$ cat config.mk
export PLATFORM = sky130hd
export DESIGN_NAME = priority_bitmap_run_queue_top
export DESIGN_NICKNAME = d
export VERILOG_FILES = /design/src/sv/prq_pkg.sv /design/src/sv/prq_ram.sv /design/src/sv/prq_ctrl.sv /design/src/sv/prq_dpath.sv /design/src/sv/priority_bitmap_run_queue_top.sv
export SDC_FILE = /design/constraint.sdc
export NUM_CORES = 2
export LEC_CHECK = 0
export BUFFER_PORTS_ARGS = -buffer_cell sky130_fd_sc_hd__buf_2
export CORE_UTILIZATION = 60
export CTS_BUF_LIST = sky130_fd_sc_hd__clkbuf_4 sky130_fd_sc_hd__clkbuf_8
export DETAILED_ROUTE_END_ITERATION = 10
export PLACE_DENSITY = 0.76
export SYNTH_ARGS = -nofsm -noshare
export SYNTH_HDL_FRONTEND = slang
export SYNTH_SLANG_ARGS = --single-unit
$ cat constraint.sdc
create_clock -name clock -period 11.8 [get_ports clock]
set_input_delay 2.36 -clock clock [delete_from_list [all_inputs] [get_ports clock]]
set_output_delay 2.36 -clock clock [all_outputs]
set_load 0.02 [all_outputs]
$ cat src/sv/prq_pkg.sv
package prq_pkg;

   localparam int NUM_TASKS = 64;
   localparam int NUM_PRIO  = 140;
   localparam int TASK_W    = $clog2(NUM_TASKS);
   localparam int PRIO_W    = $clog2(NUM_PRIO);
   localparam int CNT_W     = $clog2(NUM_TASKS + 1);
   localparam int GRP_SIZE  = 16;
   localparam int NUM_GRP   = (NUM_PRIO + GRP_SIZE - 1) / GRP_SIZE;
   localparam int GRP_W     = (NUM_GRP > 1) ? $clog2(NUM_GRP) : 1;
   localparam int SLICE_W   = 9;

   localparam logic [2:0] POL_FIFO   = 3'd0;
   localparam logic [2:0] POL_RR     = 3'd1;
   localparam logic [2:0] POL_NORMAL = 3'd2;
   localparam logic [2:0] POL_BATCH  = 3'd3;
   localparam logic [2:0] POL_IDLE   = 3'd4;

   localparam logic [1:0] STAT_OK     = 2'd0;
   localparam logic [1:0] STAT_EMPTY  = 2'd1;
   localparam logic [1:0] STAT_REJECT = 2'd2;

   localparam logic FUNC_ENQUEUE  = 1'b0;
   localparam logic FUNC_SCHEDULE = 1'b1;

   typedef enum logic [7:0] {
      ST_IDLE     = 8'b0000_0001,
      ST_FIND     = 8'b0000_0010,
      ST_POP_RD   = 8'b0000_0100,
      ST_POP_LINK = 8'b0000_1000,
      ST_POP_WR   = 8'b0001_0000,
      ST_PUSH_RD  = 8'b0010_0000,
      ST_PUSH_WR  = 8'b0100_0000,
      ST_RESP     = 8'b1000_0000
   } state_type;

   typedef struct packed {
      logic ld_in;
      logic ld_grp;
      logic pop_rd;
      logic pop_link;
      logic pop_wr;
      logic push_rd;
      logic push_wr;
      logic resp;
   } cmd_type;

   typedef struct packed {
      logic is_sched;
      logic enq_ok;
      logic push_needed;
   } stat_type;

   // Slice by policy; NORMAL is 100*(140-prio)/40 = 5*(140-prio)/2.
   function automatic logic [SLICE_W-1:0] slice_for(input logic [2:0] pol,
                                                    input logic [7:0] prio);
      logic [10:0] diff5;
      logic [SLICE_W-1:0] res;
      diff5 = 11'd0;
      res   = '0;
      case (pol)
         POL_FIFO:   res = SLICE_W'(200);
         POL_RR:     res = SLICE_W'(100);
         POL_NORMAL: begin
            if (prio < 8'd140) begin
               diff5 = 11'd700 - (11'(prio) * 11'd5);
               res   = SLICE_W'(diff5 >> 1);
            end
         end
         POL_BATCH:  res = SLICE_W'(200);
         POL_IDLE:   res = SLICE_W'(10);
         default:    res = '0;
      endcase
      return res;
   endfunction

endpackage

$ cat src/sv/prq_ram.sv
module prq_ram #(
   parameter int WIDTH = 8,
   parameter int DEPTH = 64
) (
   input  logic                     clock,
   input  logic                     we,
   input  logic [$clog2(DEPTH)-1:0] waddr,
   input  logic [WIDTH-1:0]         wdata,
   input  logic [$clog2(DEPTH)-1:0] raddr,
   output logic [WIDTH-1:0]         rdata
);

   logic [WIDTH-1:0] mem [DEPTH];
   logic [WIDTH-1:0] rdata_ff;

   always_ff @(posedge clock) begin
      if (we) begin
         mem[waddr] <= wdata;
      end
      rdata_ff <= mem[raddr];
   end

   assign rdata = rdata_ff;

endmodule

$ cat src/sv/prq_ctrl.sv
module prq_ctrl (
   input  logic              clock,
   input  logic              reset,
   input  logic              start,
   output logic              busy,
   input  prq_pkg::stat_type stat,
   output prq_pkg::cmd_type  cmd
);

   prq_pkg::state_type state_ff, state_in;

   always_comb begin
      state_in = state_ff;
      case (state_ff)
         prq_pkg::ST_IDLE:     if (start) state_in = prq_pkg::ST_FIND;
         prq_pkg::ST_FIND: begin
            if (stat.is_sched) state_in = prq_pkg::ST_POP_RD;
            else if (stat.enq_ok) state_in = prq_pkg::ST_PUSH_RD;
            else state_in = prq_pkg::ST_RESP;
         end
         prq_pkg::ST_POP_RD:   state_in = prq_pkg::ST_POP_LINK;
         prq_pkg::ST_POP_LINK: state_in = prq_pkg::ST_POP_WR;
         prq_pkg::ST_POP_WR: begin
            state_in = stat.push_needed ? prq_pkg::ST_PUSH_WR : prq_pkg::ST_RESP;
         end
         prq_pkg::ST_PUSH_RD:  state_in = prq_pkg::ST_PUSH_WR;
         prq_pkg::ST_PUSH_WR:  state_in = prq_pkg::ST_RESP;
         prq_pkg::ST_RESP:     state_in = prq_pkg::ST_IDLE;
         default:              state_in = prq_pkg::ST_IDLE;
      endcase
   end

   always_ff @(posedge clock) begin
      if (reset) begin
         state_ff <= prq_pkg::ST_IDLE;
      end else begin
         state_ff <= state_in;
      end
   end

   assign busy         = (state_ff != prq_pkg::ST_IDLE);
   assign cmd.ld_in    = (state_ff == prq_pkg::ST_IDLE) && start;
   assign cmd.ld_grp   = (state_ff == prq_pkg::ST_FIND);
   assign cmd.pop_rd   = (state_ff == prq_pkg::ST_POP_RD);
   assign cmd.pop_link = (state_ff == prq_pkg::ST_POP_LINK);
   assign cmd.pop_wr   = (state_ff == prq_pkg::ST_POP_WR);
   assign cmd.push_rd  = (state_ff == prq_pkg::ST_PUSH_RD);
   assign cmd.push_wr  = (state_ff == prq_pkg::ST_PUSH_WR);
   assign cmd.resp     = (state_ff == prq_pkg::ST_RESP);

   a_onehot: assert property (@(posedge clock) disable iff (reset) $onehot(state_ff))
      else $error("controller state is not one-hot");
   a_resp_idle: assert property (@(posedge clock) disable iff (reset)
      cmd.resp |=> (state_ff == prq_pkg::ST_IDLE))
      else $error("response not followed by idle");
   a_accept: assert property (@(posedge clock) disable iff (reset)
      cmd.ld_in |=> (state_ff == prq_pkg::ST_FIND))
      else $error("accepted word did not start work");

endmodule

$ cat src/sv/prq_dpath.sv
module prq_dpath (
   input  logic                           clock,
   input  logic                           reset,
   input  prq_pkg::cmd_type               cmd,
   output prq_pkg::stat_type              stat,
   input  logic                           req_func,
   input  logic [5:0]                     req_task_id,
   input  logic [7:0]                     req_prio_level,
   input  logic [2:0]                     req_policy,
   input  logic                           req_prev_runnable,
   output logic                           rsp_valid,
   output logic [1:0]                     rsp_status,
   output logic                           rsp_picked_valid,
   output logic [5:0]                     rsp_picked_task,
   output logic [8:0]                     rsp_slice_ms,
   output logic [6:0]                     rsp_queued_count
);

   localparam int TW = prq_pkg::TASK_W;
   localparam int PW = prq_pkg::PRIO_W;
   localparam int CW = prq_pkg::CNT_W;
   localparam int NG = prq_pkg::NUM_GRP;
   localparam int GS = prq_pkg::GRP_SIZE;

   // Latched request word.
   logic          func_ff;
   logic [5:0]    tid_ff;
   logic [7:0]    prio_ff;
   logic [2:0]    pol_ff;
   logic          run_ff;

   logic [prq_pkg::NUM_PRIO-1:0] occ_ff, occ_in;
   logic [CW-1:0] count_ff, count_in;
   logic          cur_valid_ff, cur_valid_in;
   logic [TW-1:0] cur_ff, cur_in;

   // First stage of the occupancy search, one entry per group of levels.
   logic [NG-1:0] grp_any_ff, grp_any_in;
   logic [3:0]    grp_idx_ff [NG];
   logic [3:0]    grp_idx_in [NG];
   logic [NG*GS-1:0] occ_pad;

   logic          found_ff, found_in;
   logic [PW-1:0] pop_prio_ff, pop_prio_in;
   logic [TW-1:0] next_ff;
   logic [7:0]    cur_prio_ff;
   logic [8:0]    slice_ff;
   logic          fwd_ff;
   logic [TW-1:0] fwd_val_ff;
   logic [PW-1:0] push_prio_ff;
   logic [TW-1:0] push_slot_ff;

   // Memory ports.
   logic          head_we;
   logic [PW-1:0] head_waddr, head_raddr;
   logic [TW-1:0] head_wdata, head_rdata;
   logic          link_we;
   logic [TW-1:0] link_waddr, link_raddr;
   logic [TW:0]   link_wdata, link_rdata;
   logic          slot_we;
   logic [TW-1:0] slot_waddr, slot_raddr;
   logic [10:0]   slot_wdata, slot_rdata;

   logic          link_end;
   logic [TW-1:0] link_nxt;
   logic [TW-1:0] head_old;
   logic          enq_ok;
   // The push changes the count, so the verdict is kept from before it.
   logic          enq_ok_ff;

   prq_ram #(.WIDTH(TW), .DEPTH(prq_pkg::NUM_PRIO)) u_head (
      .clock(clock), .we(head_we), .waddr(head_waddr), .wdata(head_wdata),
      .raddr(head_raddr), .rdata(head_rdata));
   prq_ram #(.WIDTH(TW + 1), .DEPTH(prq_pkg::NUM_TASKS)) u_link (
      .clock(clock), .we(link_we), .waddr(link_waddr), .wdata(link_wdata),
      .raddr(link_raddr), .rdata(link_rdata));
   prq_ram #(.WIDTH(11), .DEPTH(prq_pkg::NUM_TASKS)) u_slot (
      .clock(clock), .we(slot_we), .waddr(slot_waddr), .wdata(slot_wdata),
      .raddr(slot_raddr), .rdata(slot_rdata));

   assign link_end = link_rdata[TW];
   assign link_nxt = link_rdata[TW-1:0];
   assign head_old = fwd_ff ? fwd_val_ff : head_rdata;

   assign enq_ok = (prio_ff < 8'(prq_pkg::NUM_PRIO)) && (pol_ff <= prq_pkg::POL_IDLE) &&
                   (7'(tid_ff) < 7'(prq_pkg::NUM_TASKS)) &&
                   (count_ff < CW'(prq_pkg::NUM_TASKS));

   assign stat.is_sched    = (func_ff == prq_pkg::FUNC_SCHEDULE);
   assign stat.enq_ok      = enq_ok;
   assign stat.push_needed = cur_valid_ff && run_ff &&
                             (cur_prio_ff < 8'(prq_pkg::NUM_PRIO));

   assign occ_pad = (NG*GS)'(occ_ff);

   always_comb begin
      for (int g = 0; g < NG; g++) begin
         grp_any_in[g] = |occ_pad[g*GS +: GS];
         grp_idx_in[g] = 4'd0;
         for (int i = GS - 1; i >= 0; i--) begin
            if (occ_pad[g*GS + i]) grp_idx_in[g] = 4'(i);
         end
      end
   end

   // Second stage: lowest occupied group.
   always_comb begin
      found_in    = 1'b0;
      pop_prio_in = '0;
      for (int g = NG - 1; g >= 0; g--) begin
         if (grp_any_ff[g]) begin
            found_in    = 1'b1;
            pop_prio_in = PW'((g * GS) + int'(grp_idx_ff[g]));
         end
      end
   end

   always_comb begin
      head_raddr = pop_prio_in;
      if (cmd.pop_wr) head_raddr = PW'(cur_prio_ff);
      else if (cmd.push_rd) head_raddr = PW'(prio_ff);

      head_we    = 1'b0;
      head_waddr = pop_prio_ff;
      head_wdata = link_nxt;
      if (cmd.pop_wr && found_ff && !link_end) begin
         head_we = 1'b1;
      end else if (cmd.push_wr) begin
         head_we    = 1'b1;
         head_waddr = push_prio_ff;
         head_wdata = push_slot_ff;
      end

      link_raddr = head_rdata;
      link_we    = cmd.push_wr;
      link_waddr = push_slot_ff;
      link_wdata = {!occ_ff[push_prio_ff], head_old};

      slot_raddr = cmd.pop_rd ? cur_ff : head_rdata;
      slot_we    = cmd.push_rd;
      slot_waddr = TW'(tid_ff);
      slot_wdata = {prio_ff, pol_ff};
   end

   always_comb begin
      occ_in       = occ_ff;
      count_in     = count_ff;
      cur_valid_in = cur_valid_ff;
      cur_in       = cur_ff;
      if (cmd.pop_wr) begin
         if (found_ff) begin
            if (link_end) occ_in[pop_prio_ff] = 1'b0;
            if (count_ff != '0) count_in = count_ff - CW'(1);
         end
         cur_valid_in = found_ff;
         cur_in       = found_ff ? next_ff : '0;
      end
      if (cmd.push_wr) begin
         occ_in[push_prio_ff] = 1'b1;
         if (count_ff < CW'(prq_pkg::NUM_TASKS)) count_in = count_ff + CW'(1);
      end
   end

   always_ff @(posedge clock) begin
      if (reset) begin
         occ_ff       <= '0;
         count_ff     <= '0;
         cur_valid_ff <= 1'b0;
         cur_ff       <= '0;
      end else begin
         occ_ff       <= occ_in;
         count_ff     <= count_in;
         cur_valid_ff <= cur_valid_in;
         cur_ff       <= cur_in;
      end
   end

   always_ff @(posedge clock) begin
      if (cmd.ld_in) begin
         func_ff <= req_func;
         tid_ff  <= req_task_id;
         prio_ff <= req_prio_level;
         pol_ff  <= req_policy;
         run_ff  <= req_prev_runnable;
      end
      if (cmd.ld_grp) begin
         grp_any_ff <= grp_any_in;
         grp_idx_ff <= grp_idx_in;
         found_ff   <= 1'b0;
         enq_ok_ff  <= enq_ok;
      end
      if (cmd.pop_rd) begin
         found_ff    <= found_in;
         pop_prio_ff <= pop_prio_in;
      end
      if (cmd.pop_link) begin
         next_ff     <= head_rdata;
         cur_prio_ff <= slot_rdata[10:3];
      end
      if (cmd.pop_wr) begin
         slice_ff     <= prq_pkg::slice_for(slot_rdata[2:0], slot_rdata[10:3]);
         // The head read this cycle misses the pop write to the same level.
         fwd_ff       <= found_ff && !link_end && (PW'(cur_prio_ff) == pop_prio_ff);
         fwd_val_ff   <= link_nxt;
         push_prio_ff <= PW'(cur_prio_ff);
         push_slot_ff <= cur_ff;
      end
      if (cmd.push_rd) begin
         fwd_ff       <= 1'b0;
         push_prio_ff <= PW'(prio_ff);
         push_slot_ff <= TW'(tid_ff);
      end
   end

   always_comb begin
      rsp_valid        = cmd.resp;
      rsp_picked_valid = stat.is_sched && found_ff;
      rsp_picked_task  = rsp_picked_valid ? 6'(next_ff) : 6'd0;
      rsp_slice_ms     = rsp_picked_valid ? slice_ff : 9'd0;
      rsp_queued_count = 7'(count_ff);
      if (stat.is_sched) rsp_status = found_ff ? prq_pkg::STAT_OK : prq_pkg::STAT_EMPTY;
      else rsp_status = enq_ok_ff ? prq_pkg::STAT_OK : prq_pkg::STAT_REJECT;
   end

   a_count: assert property (@(posedge clock) disable iff (reset)
      count_ff <= CW'(prq_pkg::NUM_TASKS))
      else $error("queue count above pool size");
   a_push_occ: assert property (@(posedge clock) disable iff (reset)
      cmd.push_wr |=> occ_ff[$past(push_prio_ff)])
      else $error("push left its level unoccupied");
   a_pick_ok: assert property (@(posedge clock) disable iff (reset)
      (rsp_valid && rsp_picked_valid) |-> (rsp_status == prq_pkg::STAT_OK))
      else $error("picked task with non-ok status");

endmodule

$ cat src/sv/priority_bitmap_run_queue_top.sv
// Channel   | Ports                                  | Handshake
// request   | req_func .. req_prev_runnable          | start high, busy low
// response  | rsp_status .. rsp_queued_count         | rsp_valid, one cycle
// Enqueue steps: find, push read, push write, response, or find, response if
// rejected. Schedule: find, pop read, pop link, pop write, push write if the
// old task goes back, response. Registered head, link, slot reads set them.
// Busy drops the cycle after the response, so the next word is taken then.
// Synchronous reset empties the queue and clears the current task.
// The receiver cannot stall; busy stays high until the response cycle ends.
module priority_bitmap_run_queue_top (
   input  logic       clock,
   input  logic       reset,
   input  logic       start,
   output logic       busy,
   input  logic       req_func,
   input  logic [5:0] req_task_id,
   input  logic [7:0] req_prio_level,
   input  logic [2:0] req_policy,
   input  logic       req_prev_runnable,
   output logic       rsp_valid,
   output logic [1:0] rsp_status,
   output logic       rsp_picked_valid,
   output logic [5:0] rsp_picked_task,
   output logic [8:0] rsp_slice_ms,
   output logic [6:0] rsp_queued_count
);

   prq_pkg::cmd_type  cmd;
   prq_pkg::stat_type stat;

   prq_ctrl u_ctrl (
      .clock(clock), .reset(reset), .start(start), .busy(busy),
      .stat(stat), .cmd(cmd));

   prq_dpath u_dpath (
      .clock(clock), .reset(reset), .cmd(cmd), .stat(stat),
      .req_func(req_func), .req_task_id(req_task_id),
      .req_prio_level(req_prio_level), .req_policy(req_policy),
      .req_prev_runnable(req_prev_runnable),
      .rsp_valid(rsp_valid), .rsp_status(rsp_status),
      .rsp_picked_valid(rsp_picked_valid), .rsp_picked_task(rsp_picked_task),
      .rsp_slice_ms(rsp_slice_ms), .rsp_queued_count(rsp_queued_count));

endmodule

# Yosys cells after proc, flatten, opt, wreduce, memory -nomap -nowiden
# Memories as Yosys holds them, arrays and structs flattened. A register that Yosys moved wholly into a read port is not among the register bits.
# Cells that the tools add are included.
# W data, S select, Z words.
totals:
  regBits: 280
  ram_bits: 1992
  output_inout_bits: 27
  mem_count: 3
  inputBits: 22
op_classes:
  mux: 198
  reduce_logical: 55
  mul: 1
  addsub: 11
  magnitude_cmp: 9
  eq_ne: 15
  n_bitwise: 3
memory_table:
  columns: ["memory", "words", "word_bits", "rd", "rd_clocked_by_memory_dff", "write_ports", "line", "text"]
  rows:
  - ["u_dpath.u_head.mem", 140, 6, 1, 1, 1, "prq_ram.sv:13", "logic [WIDTH-1:0] mem [DEPTH];"]
  - ["u_dpath.u_slot.mem", 64, 11, 1, 1, 1, "prq_ram.sv:13", null]
  - ["u_dpath.u_link.mem", 64, 7, 1, 1, 1, "prq_ram.sv:13", null]
ops:
  columns: ["operator", "count"]
  rows:
  - ["$mux W140", 4]
  - ["$mux W4", 68]
  - ["$mux W8", 19]
  - ["$and A140 B140 Y140", 1]
  - ["$not A140 Y140", 1]
  - ["$or A140 B140 Y140", 1]
  - ["$reduce_or A16 Y1", 8]
  - ["$mux W3", 36]
  - ["$reduce_or A8 Y1", 9]
  - ["$pmux W8 S7", 1]
  - ["$mux W6", 8]
  - ["$mux W2", 20]
  - ["$pmux W9 S4", 1]
  - ["$reduce_or A4 Y1", 9]
  - ["$mux W7", 5]
  - ["$add A7 B4 Y8 const A", 4]
  - ["$mux W1", 31]
  - ["$lt A8 B8 Y1 const B", 3]
  - ["$reduce_or A2 Y1", 10]
  - ["$lt A8 B9 Y1 const B", 2]
  - ["$mux W9", 2]
  - ["$demux W1 S8", 2]
  - ["$ge A8 B1 Y1 const B", 2]
  - ["$add A6 B4 Y7 const A", 2]
  - ["other kinds (29)", 43]

# Logic depth before layout (Yosys ltp)
logic_depth:
  word_depth: 15
  mapped_depth: 16
  depth_no_buf: 13

# Cells and area by module
# From an unflattened synthesis, not the netlist that was laid out.
unflattened:
  hier_cells: 5317
  area_unflattened_um2: 93150.6
by_module_without_submodules:
  columns: ["mod", "area_per_inst_um2", "instances", "cells_each", "seq_area_each_um2"]
  rows:
  - ["prq_ram (u_dpath.u_head)", 33280.7, 1, 1579, 25344.3]
  - ["prq_ram (u_dpath.u_slot)", 27486.4, 1, 1279, 21360.5]
  - ["prq_ram (u_dpath.u_link)", 17635.7, 1, 827, 13593.0]
  - ["prq_dpath", 14290.0, 1, 1583, 6616.3]
  - ["prq_ctrl", 457.9, 1, 49, 160.2]

# Worst setup path before layout
# Ideal clock, no wire load.
synth_path:
  kind: "register to register"
  from: "reg u_dpath.push_prio_ff[0]"
  to: "mem u_dpath.u_link.mem[0][6] (netlist bit), data pin"
  slack_ns: 6.731
  period_less_slack_ns: 5.069
  required_time_ns: 11.258
  path_stages_with_launch: 9
  arrival_ns: 4.527
  setup_ns: 0.542
  cell_sequence: "edfxtp_1 > buf_1 > clkbuf_1 > mux4_2 > mux4_2 > mux4_2 > nand2_1 > o21ai_0 > o211ai_1"
synth_between:
  elab_chain_len: 3
synth_rtl:
  columns: ["item", "line", "text"]
  rows:
  - ["start, declared", "prq_dpath.sv:50", "logic [PW-1:0] push_prio_ff;"]
  - ["start signal, assigned", "prq_dpath.sv:205", "push_prio_ff <= PW'(cur_prio_ff);"]
  - ["start signal, assigned", "prq_dpath.sv:210", "push_prio_ff <= PW'(prio_ff);"]
  - ["$bmux W1 S8", "prq_dpath.sv:137", "link_wdata = {!occ_ff[push_prio_ff], head_old};"]
  - ["$mux W1 (implied by the code)", "prq_dpath.sv:137", null]
  - ["$logic_not A1 Y1", "prq_dpath.sv:137", null]
  - ["net u_dpath.link_wdata[6]", "prq_dpath.sv:59", "logic [TW:0] link_wdata, link_rdata;"]
  - ["end, declared", "prq_ram.sv:13", null]
# The timed path passes the listed nets, and every way through them passes these cells. The select of a mux whose other input is x is not followed.

# Worst setup path in the final report
layout_path:
  from: "reg u_dpath.grp_any_ff[0]"
  to: "reg u_dpath.u_head.rdata_ff[5], in the netlist u_dpath.u_head.rdata[5], read port of u_dpath.u_head.mem"
layout_between:
  elab_chain_len: 3
layout_rtl:
  columns: ["item", "line", "text"]
  rows:
  - ["start, declared", "prq_dpath.sv:38", "logic [NG-1:0] grp_any_ff, grp_any_in;"]
  - ["start signal, assigned", "prq_dpath.sv:187", "grp_any_ff <= grp_any_in;"]
  - ["$mux W8", "prq_dpath.sv:111", "if (grp_any_ff[g]) begin"]
  - ["$mux W8", "prq_dpath.sv:121", "else if (cmd.push_rd) head_raddr = PW'(prio_ff);"]
  - ["$mux W8", "prq_dpath.sv:120", "if (cmd.pop_wr) head_raddr = PW'(cur_prio_ff);"]
  - ["end, declared", "prq_ram.sv:14", "logic [WIDTH-1:0] rdata_ff;"]
# No other way between the ends.
# A chain may end at the register's enable or synchronous reset.

==> impl_metrics.py <==
metrics = {
    "status": {
        "status": "complete, but fails checks",
        "violations": "design-rule violations",
    },
    "clocking": {
        "insertion_delay_ns": 1.07,
        "cts_resized": 0,
        "cts_buffer_depth": 4,
        "cts_made_buffers": 369,
        "hold_buffers": 0,
        "cts.sink_count": 2296,
        "cts_tree": "done",
        "postCtsSetupRepairBufs": 0,
        "clkTransAtPathRegs_ns": 0.06,
        "htree_levels": 5,
        "cts-root-buf": "clkbuf_8",
    },
    "logic_synthesis": {
        "synthesis.nets": 7123,
        "synth_ff_type": "edfxtp_1",
        "synth_seq_cells": 2296,
        "yosysTopAreaCellShare_pct": 67.1,
        "synthArstFlopShare_pct": 0,
        "synth_top_area_cell": "edfxtp_1",
        "syn_inst": 7082,
        "synth_cell_types": 90,
        "synth_area_per_cell_um2": 13.3,
        "ys_seq_area_share_pct": 71.0,
        "synth_edf_count": 2109,
        "netlist_area_um2": 94400,
        "synth.area.top_cells": "edfxtp_1 67%, nand2_1 6.4%, mux4_2 4.6%",
        "synth_warnings": 0,
    },
    "grt": {
        "antenna_found_initial": 11,
        "grt_start_max_net_pins": 197,
        "grt_overflow_total": 0,
        "grtUsageTotal_pct": 31.6,
        "grt_pass1_vias": 59510,
        "grt_pass1_wl_um": 373000,
    },
    "detailed_routing": {
        "wl_per_cell_um": 26.6,
        "vias_per_cell": 6.60,
        "drt_drc_violations_left": 2,
        "drtIter0Drc": 9954,
        "vias": 62755,
        "ant_nets": 0,
        "wl_um": 253000,
        "dr.pass1.iters": 11,
    },
    "timing": {
        "fin_crit_sh_pct": 49.8,
        "max_freq_ghz": 0.170,
        "setup_tns_ns": 0,
        "report.final.setup_viol": 0,
        "grt_setup_unrepaired": "false",
        "min_period_ns": 5.88,
        "max_slew_margin_pct": 12.0,
        "hold_viol_final": 0,
        "setup_slack_ns": 5.92,
        "worstMarginPinSlew_ns": 1.32,
        "slew_viol_final": 0,
        "fin_worst_skew_ns": 0.106,
    },
    "worst_setup_path": {
        "crit_path_start_kind": "register",
        "worstPathArrival_ns": 6.80,
        "worst_ep_required_time_ns": 12.72,
        "cp-end-kind": "register",
        "worst-setup-path-type": "register to register",
        "cp_max_fo": 189,
        "crit_chain": "nor3_1, nand4_1, o22ai_1, o21ai_1, nor3_4, buf_12, mux2i_1, mux2i_1, a22o_1, a221oi_1, nand4_1, o211a_1",
        "cpMaxStageDelayCell": "nor3_4",
        "critPathMaxStageDelay_ns": 0.99,
    },
    "hold_path": {
        "hold_path_class": "register to register",
    },
    "place": {
        "gp_congestion": 0.952,
        "place_hpwl_um": 154000,
        "port_buffers": 48,
        "dp_slack_ns": 6.08,
    },
    "final_layout": {
        "n_fill_cell": 10624,
        "drive_gt1_share_pct": 13.2,
        "nNetsFinal": 7211,
        "syn_to_final_growth_pct": 9.75,
    },
    "power": {
        "power_mw": 19.0,
        "leakagePower_nw": 34.8,
        "ir_drop_mv": 0.144,
        "p_per_area_nw_per_um2": 183,
    },
    "floorplanning": {
        "core_area_um2": 156000,
        "die_y_um": 399,
        "io_pins": 49,
        "die_w_um": 399,
        "start_util_pct": 60.5,
        "die_area_um2": 159000,
        "rows": 145,
    },
    "run": {
        "cap_violations": 0,
    },
}
==> final cells by class <==
class	count	area, um^2	share of cell area, %
clock buffers	497	6150	5.94
diodes	4	10.0	0.00966
flip-flops and latches	2296	67100	64.7
repair buffers	146	1040	1.00
well taps	2058	2570	2.48
inverters	66	248	0.239
multi-input cells	4291	25600	24.7
clock inverters	155	982	0.948
==> through the flow <==
step	std cells	hold slack, ns	cell area (um^2)	utilization [%]
3_3_place_gp	8857	0.420	96500	61.8
6_report	9513	0.438	104000	66.4
5_1_grt	9510	0.450	104000	66.3
3_5_place_dp	8857	0.436	96500	61.8
2_1_floorplan	7082	0.406	94400	-
4_1_cts	9509	0.442	104000	66.3
==> cell usage in the layout (no fill, tap or decap), types with 12 or more instances in the layout <==
| cell | n |
|---|---|
| o211ai_1 | 12 |
| mux4_2 | 191 |
| nor2b_1 | 13 |
| o21ai_0 | 167 |
| ha_1 | 18 |
| nand3b_1 | 18 |
| a311oi_1 | 99 |
| clkinv_2 | 62 |
| o21bai_1 | 24 |
| clkbuf_8 | 387 |
| mux2_2 | 16 |
| clkbuf_4 | 110 |
| a21oi_1 | 310 |
| a31oi_1 | 150 |
| clkinv_1 | 77 |
| a32oi_1 | 13 |
| nand2b_1 | 14 |
| buf_2 | 47 |
| buf_4 | 94 |
| nor2_1 | 479 |
| nand3_1 | 352 |
| nor3b_1 | 12 |
| nand4_1 | 30 |
| inv_1 | 63 |
| nand2_1 | 1602 |
| and3_1 | 193 |
| o22ai_1 | 12 |
| mux2i_1 | 129 |
| dfxtp_1 | 184 |
| nor4_1 | 26 |
| edfxtp_1 | 2109 |
| a211oi_1 | 99 |
| a21o_1 | 13 |
| nor3_1 | 59 |
| o31ai_1 | 13 |
==> registers in the layout, indices dropped and copies added (netlist names), 8 cells and up <==
signal / cells
u_dpath.u_head.mem: 840
u_dpath.u_slot.mem: 704
u_dpath.u_link.mem: 448
u_dpath.occ_ff: 140
u_dpath.grp_idx_ff: 36
u_dpath.u_slot.rdata: 11
u_dpath.grp_any_ff: 9
u_dpath.slice_ff: 9
u_ctrl.state_ff: 8
u_dpath.cur_prio_ff: 8
u_dpath.pop_prio_ff: 8
u_dpath.prio_ff: 8
u_dpath.push_prio_ff: 8
==> power by group <==
part           leakage, nW  total, mW  internal, mW  switching, mW
Clock                 3.82       6.71          3.62           3.08
Sequential            20.5       9.58          9.49         0.0848
Combinational         10.5       2.68         0.718           1.96
==> path summary, 6_finish.rpt <==
check	startpoint	endpoint	slack [ns]	cells past startpoint
worst min-delay path	u_dpath.u_link.rdata[5]	u_dpath.fwd_val_ff[5]	0.44	0
worst max-delay path	u_dpath.grp_any_ff[0]	u_dpath.u_head.rdata[5]	5.92	12
worst max register to register	u_dpath.grp_any_ff[0]	u_dpath.u_head.rdata[5]	5.92	12
worst min register to register	u_dpath.u_link.rdata[5]	u_dpath.fwd_val_ff[5]	0.44	0
==> worst max-delay path, delay by kind of cell (launching register included) <==
kind                   cells  cell delay, ns
AO/OA/AOI/OAI              5            2.34
buffers and inverters      1            0.73
flip-flops                 1            0.59
multiplexers               2            0.43
AND/OR/NAND/NOR            4            1.54
==> cell families after synthesis <==
family,synth area share [%]
fa+ha+maj,0.260
buf+inv,2.14
simple gates,13.2
compound gates,7.00
mux,6.18
flops,71.0
xor+xnor,0.167
==> metal layers <==
metal | share of wire, % | wire length [um] | vias to the layer above | track usage (%)
met5 | 0.012 | 31 | - | 0
met1 | 38 | 95100 | 30751 | 45.4
met3 | 13 | 32700 | 678 | 6.93
li1 | - | - | 26786 | -
met4 | 4.2 | 10700 | 6 | 13.1
met2 | 45 | 115000 | 4534 | 47.1
==> cell usage after synthesis, types with 24 or more instances <==
master,n
clkbuf_1,266
a31oi_1,150
o21ai_0,167
mux2i_1,133
nor3_1,65
buf_1,66
o21bai_1,24
mux4_2,191
a311oi_1,99
a211oi_1,99
nand2_1,1608
a21oi_1,310
buf_2,84
nor4_1,27
nor2_1,480
inv_1,64
and3_1,193
nand4_1,30
edfxtp_1,2109
dfxtp_1,187
nand3_1,352
Note: power is estimated with default switching activity, not from simulation.
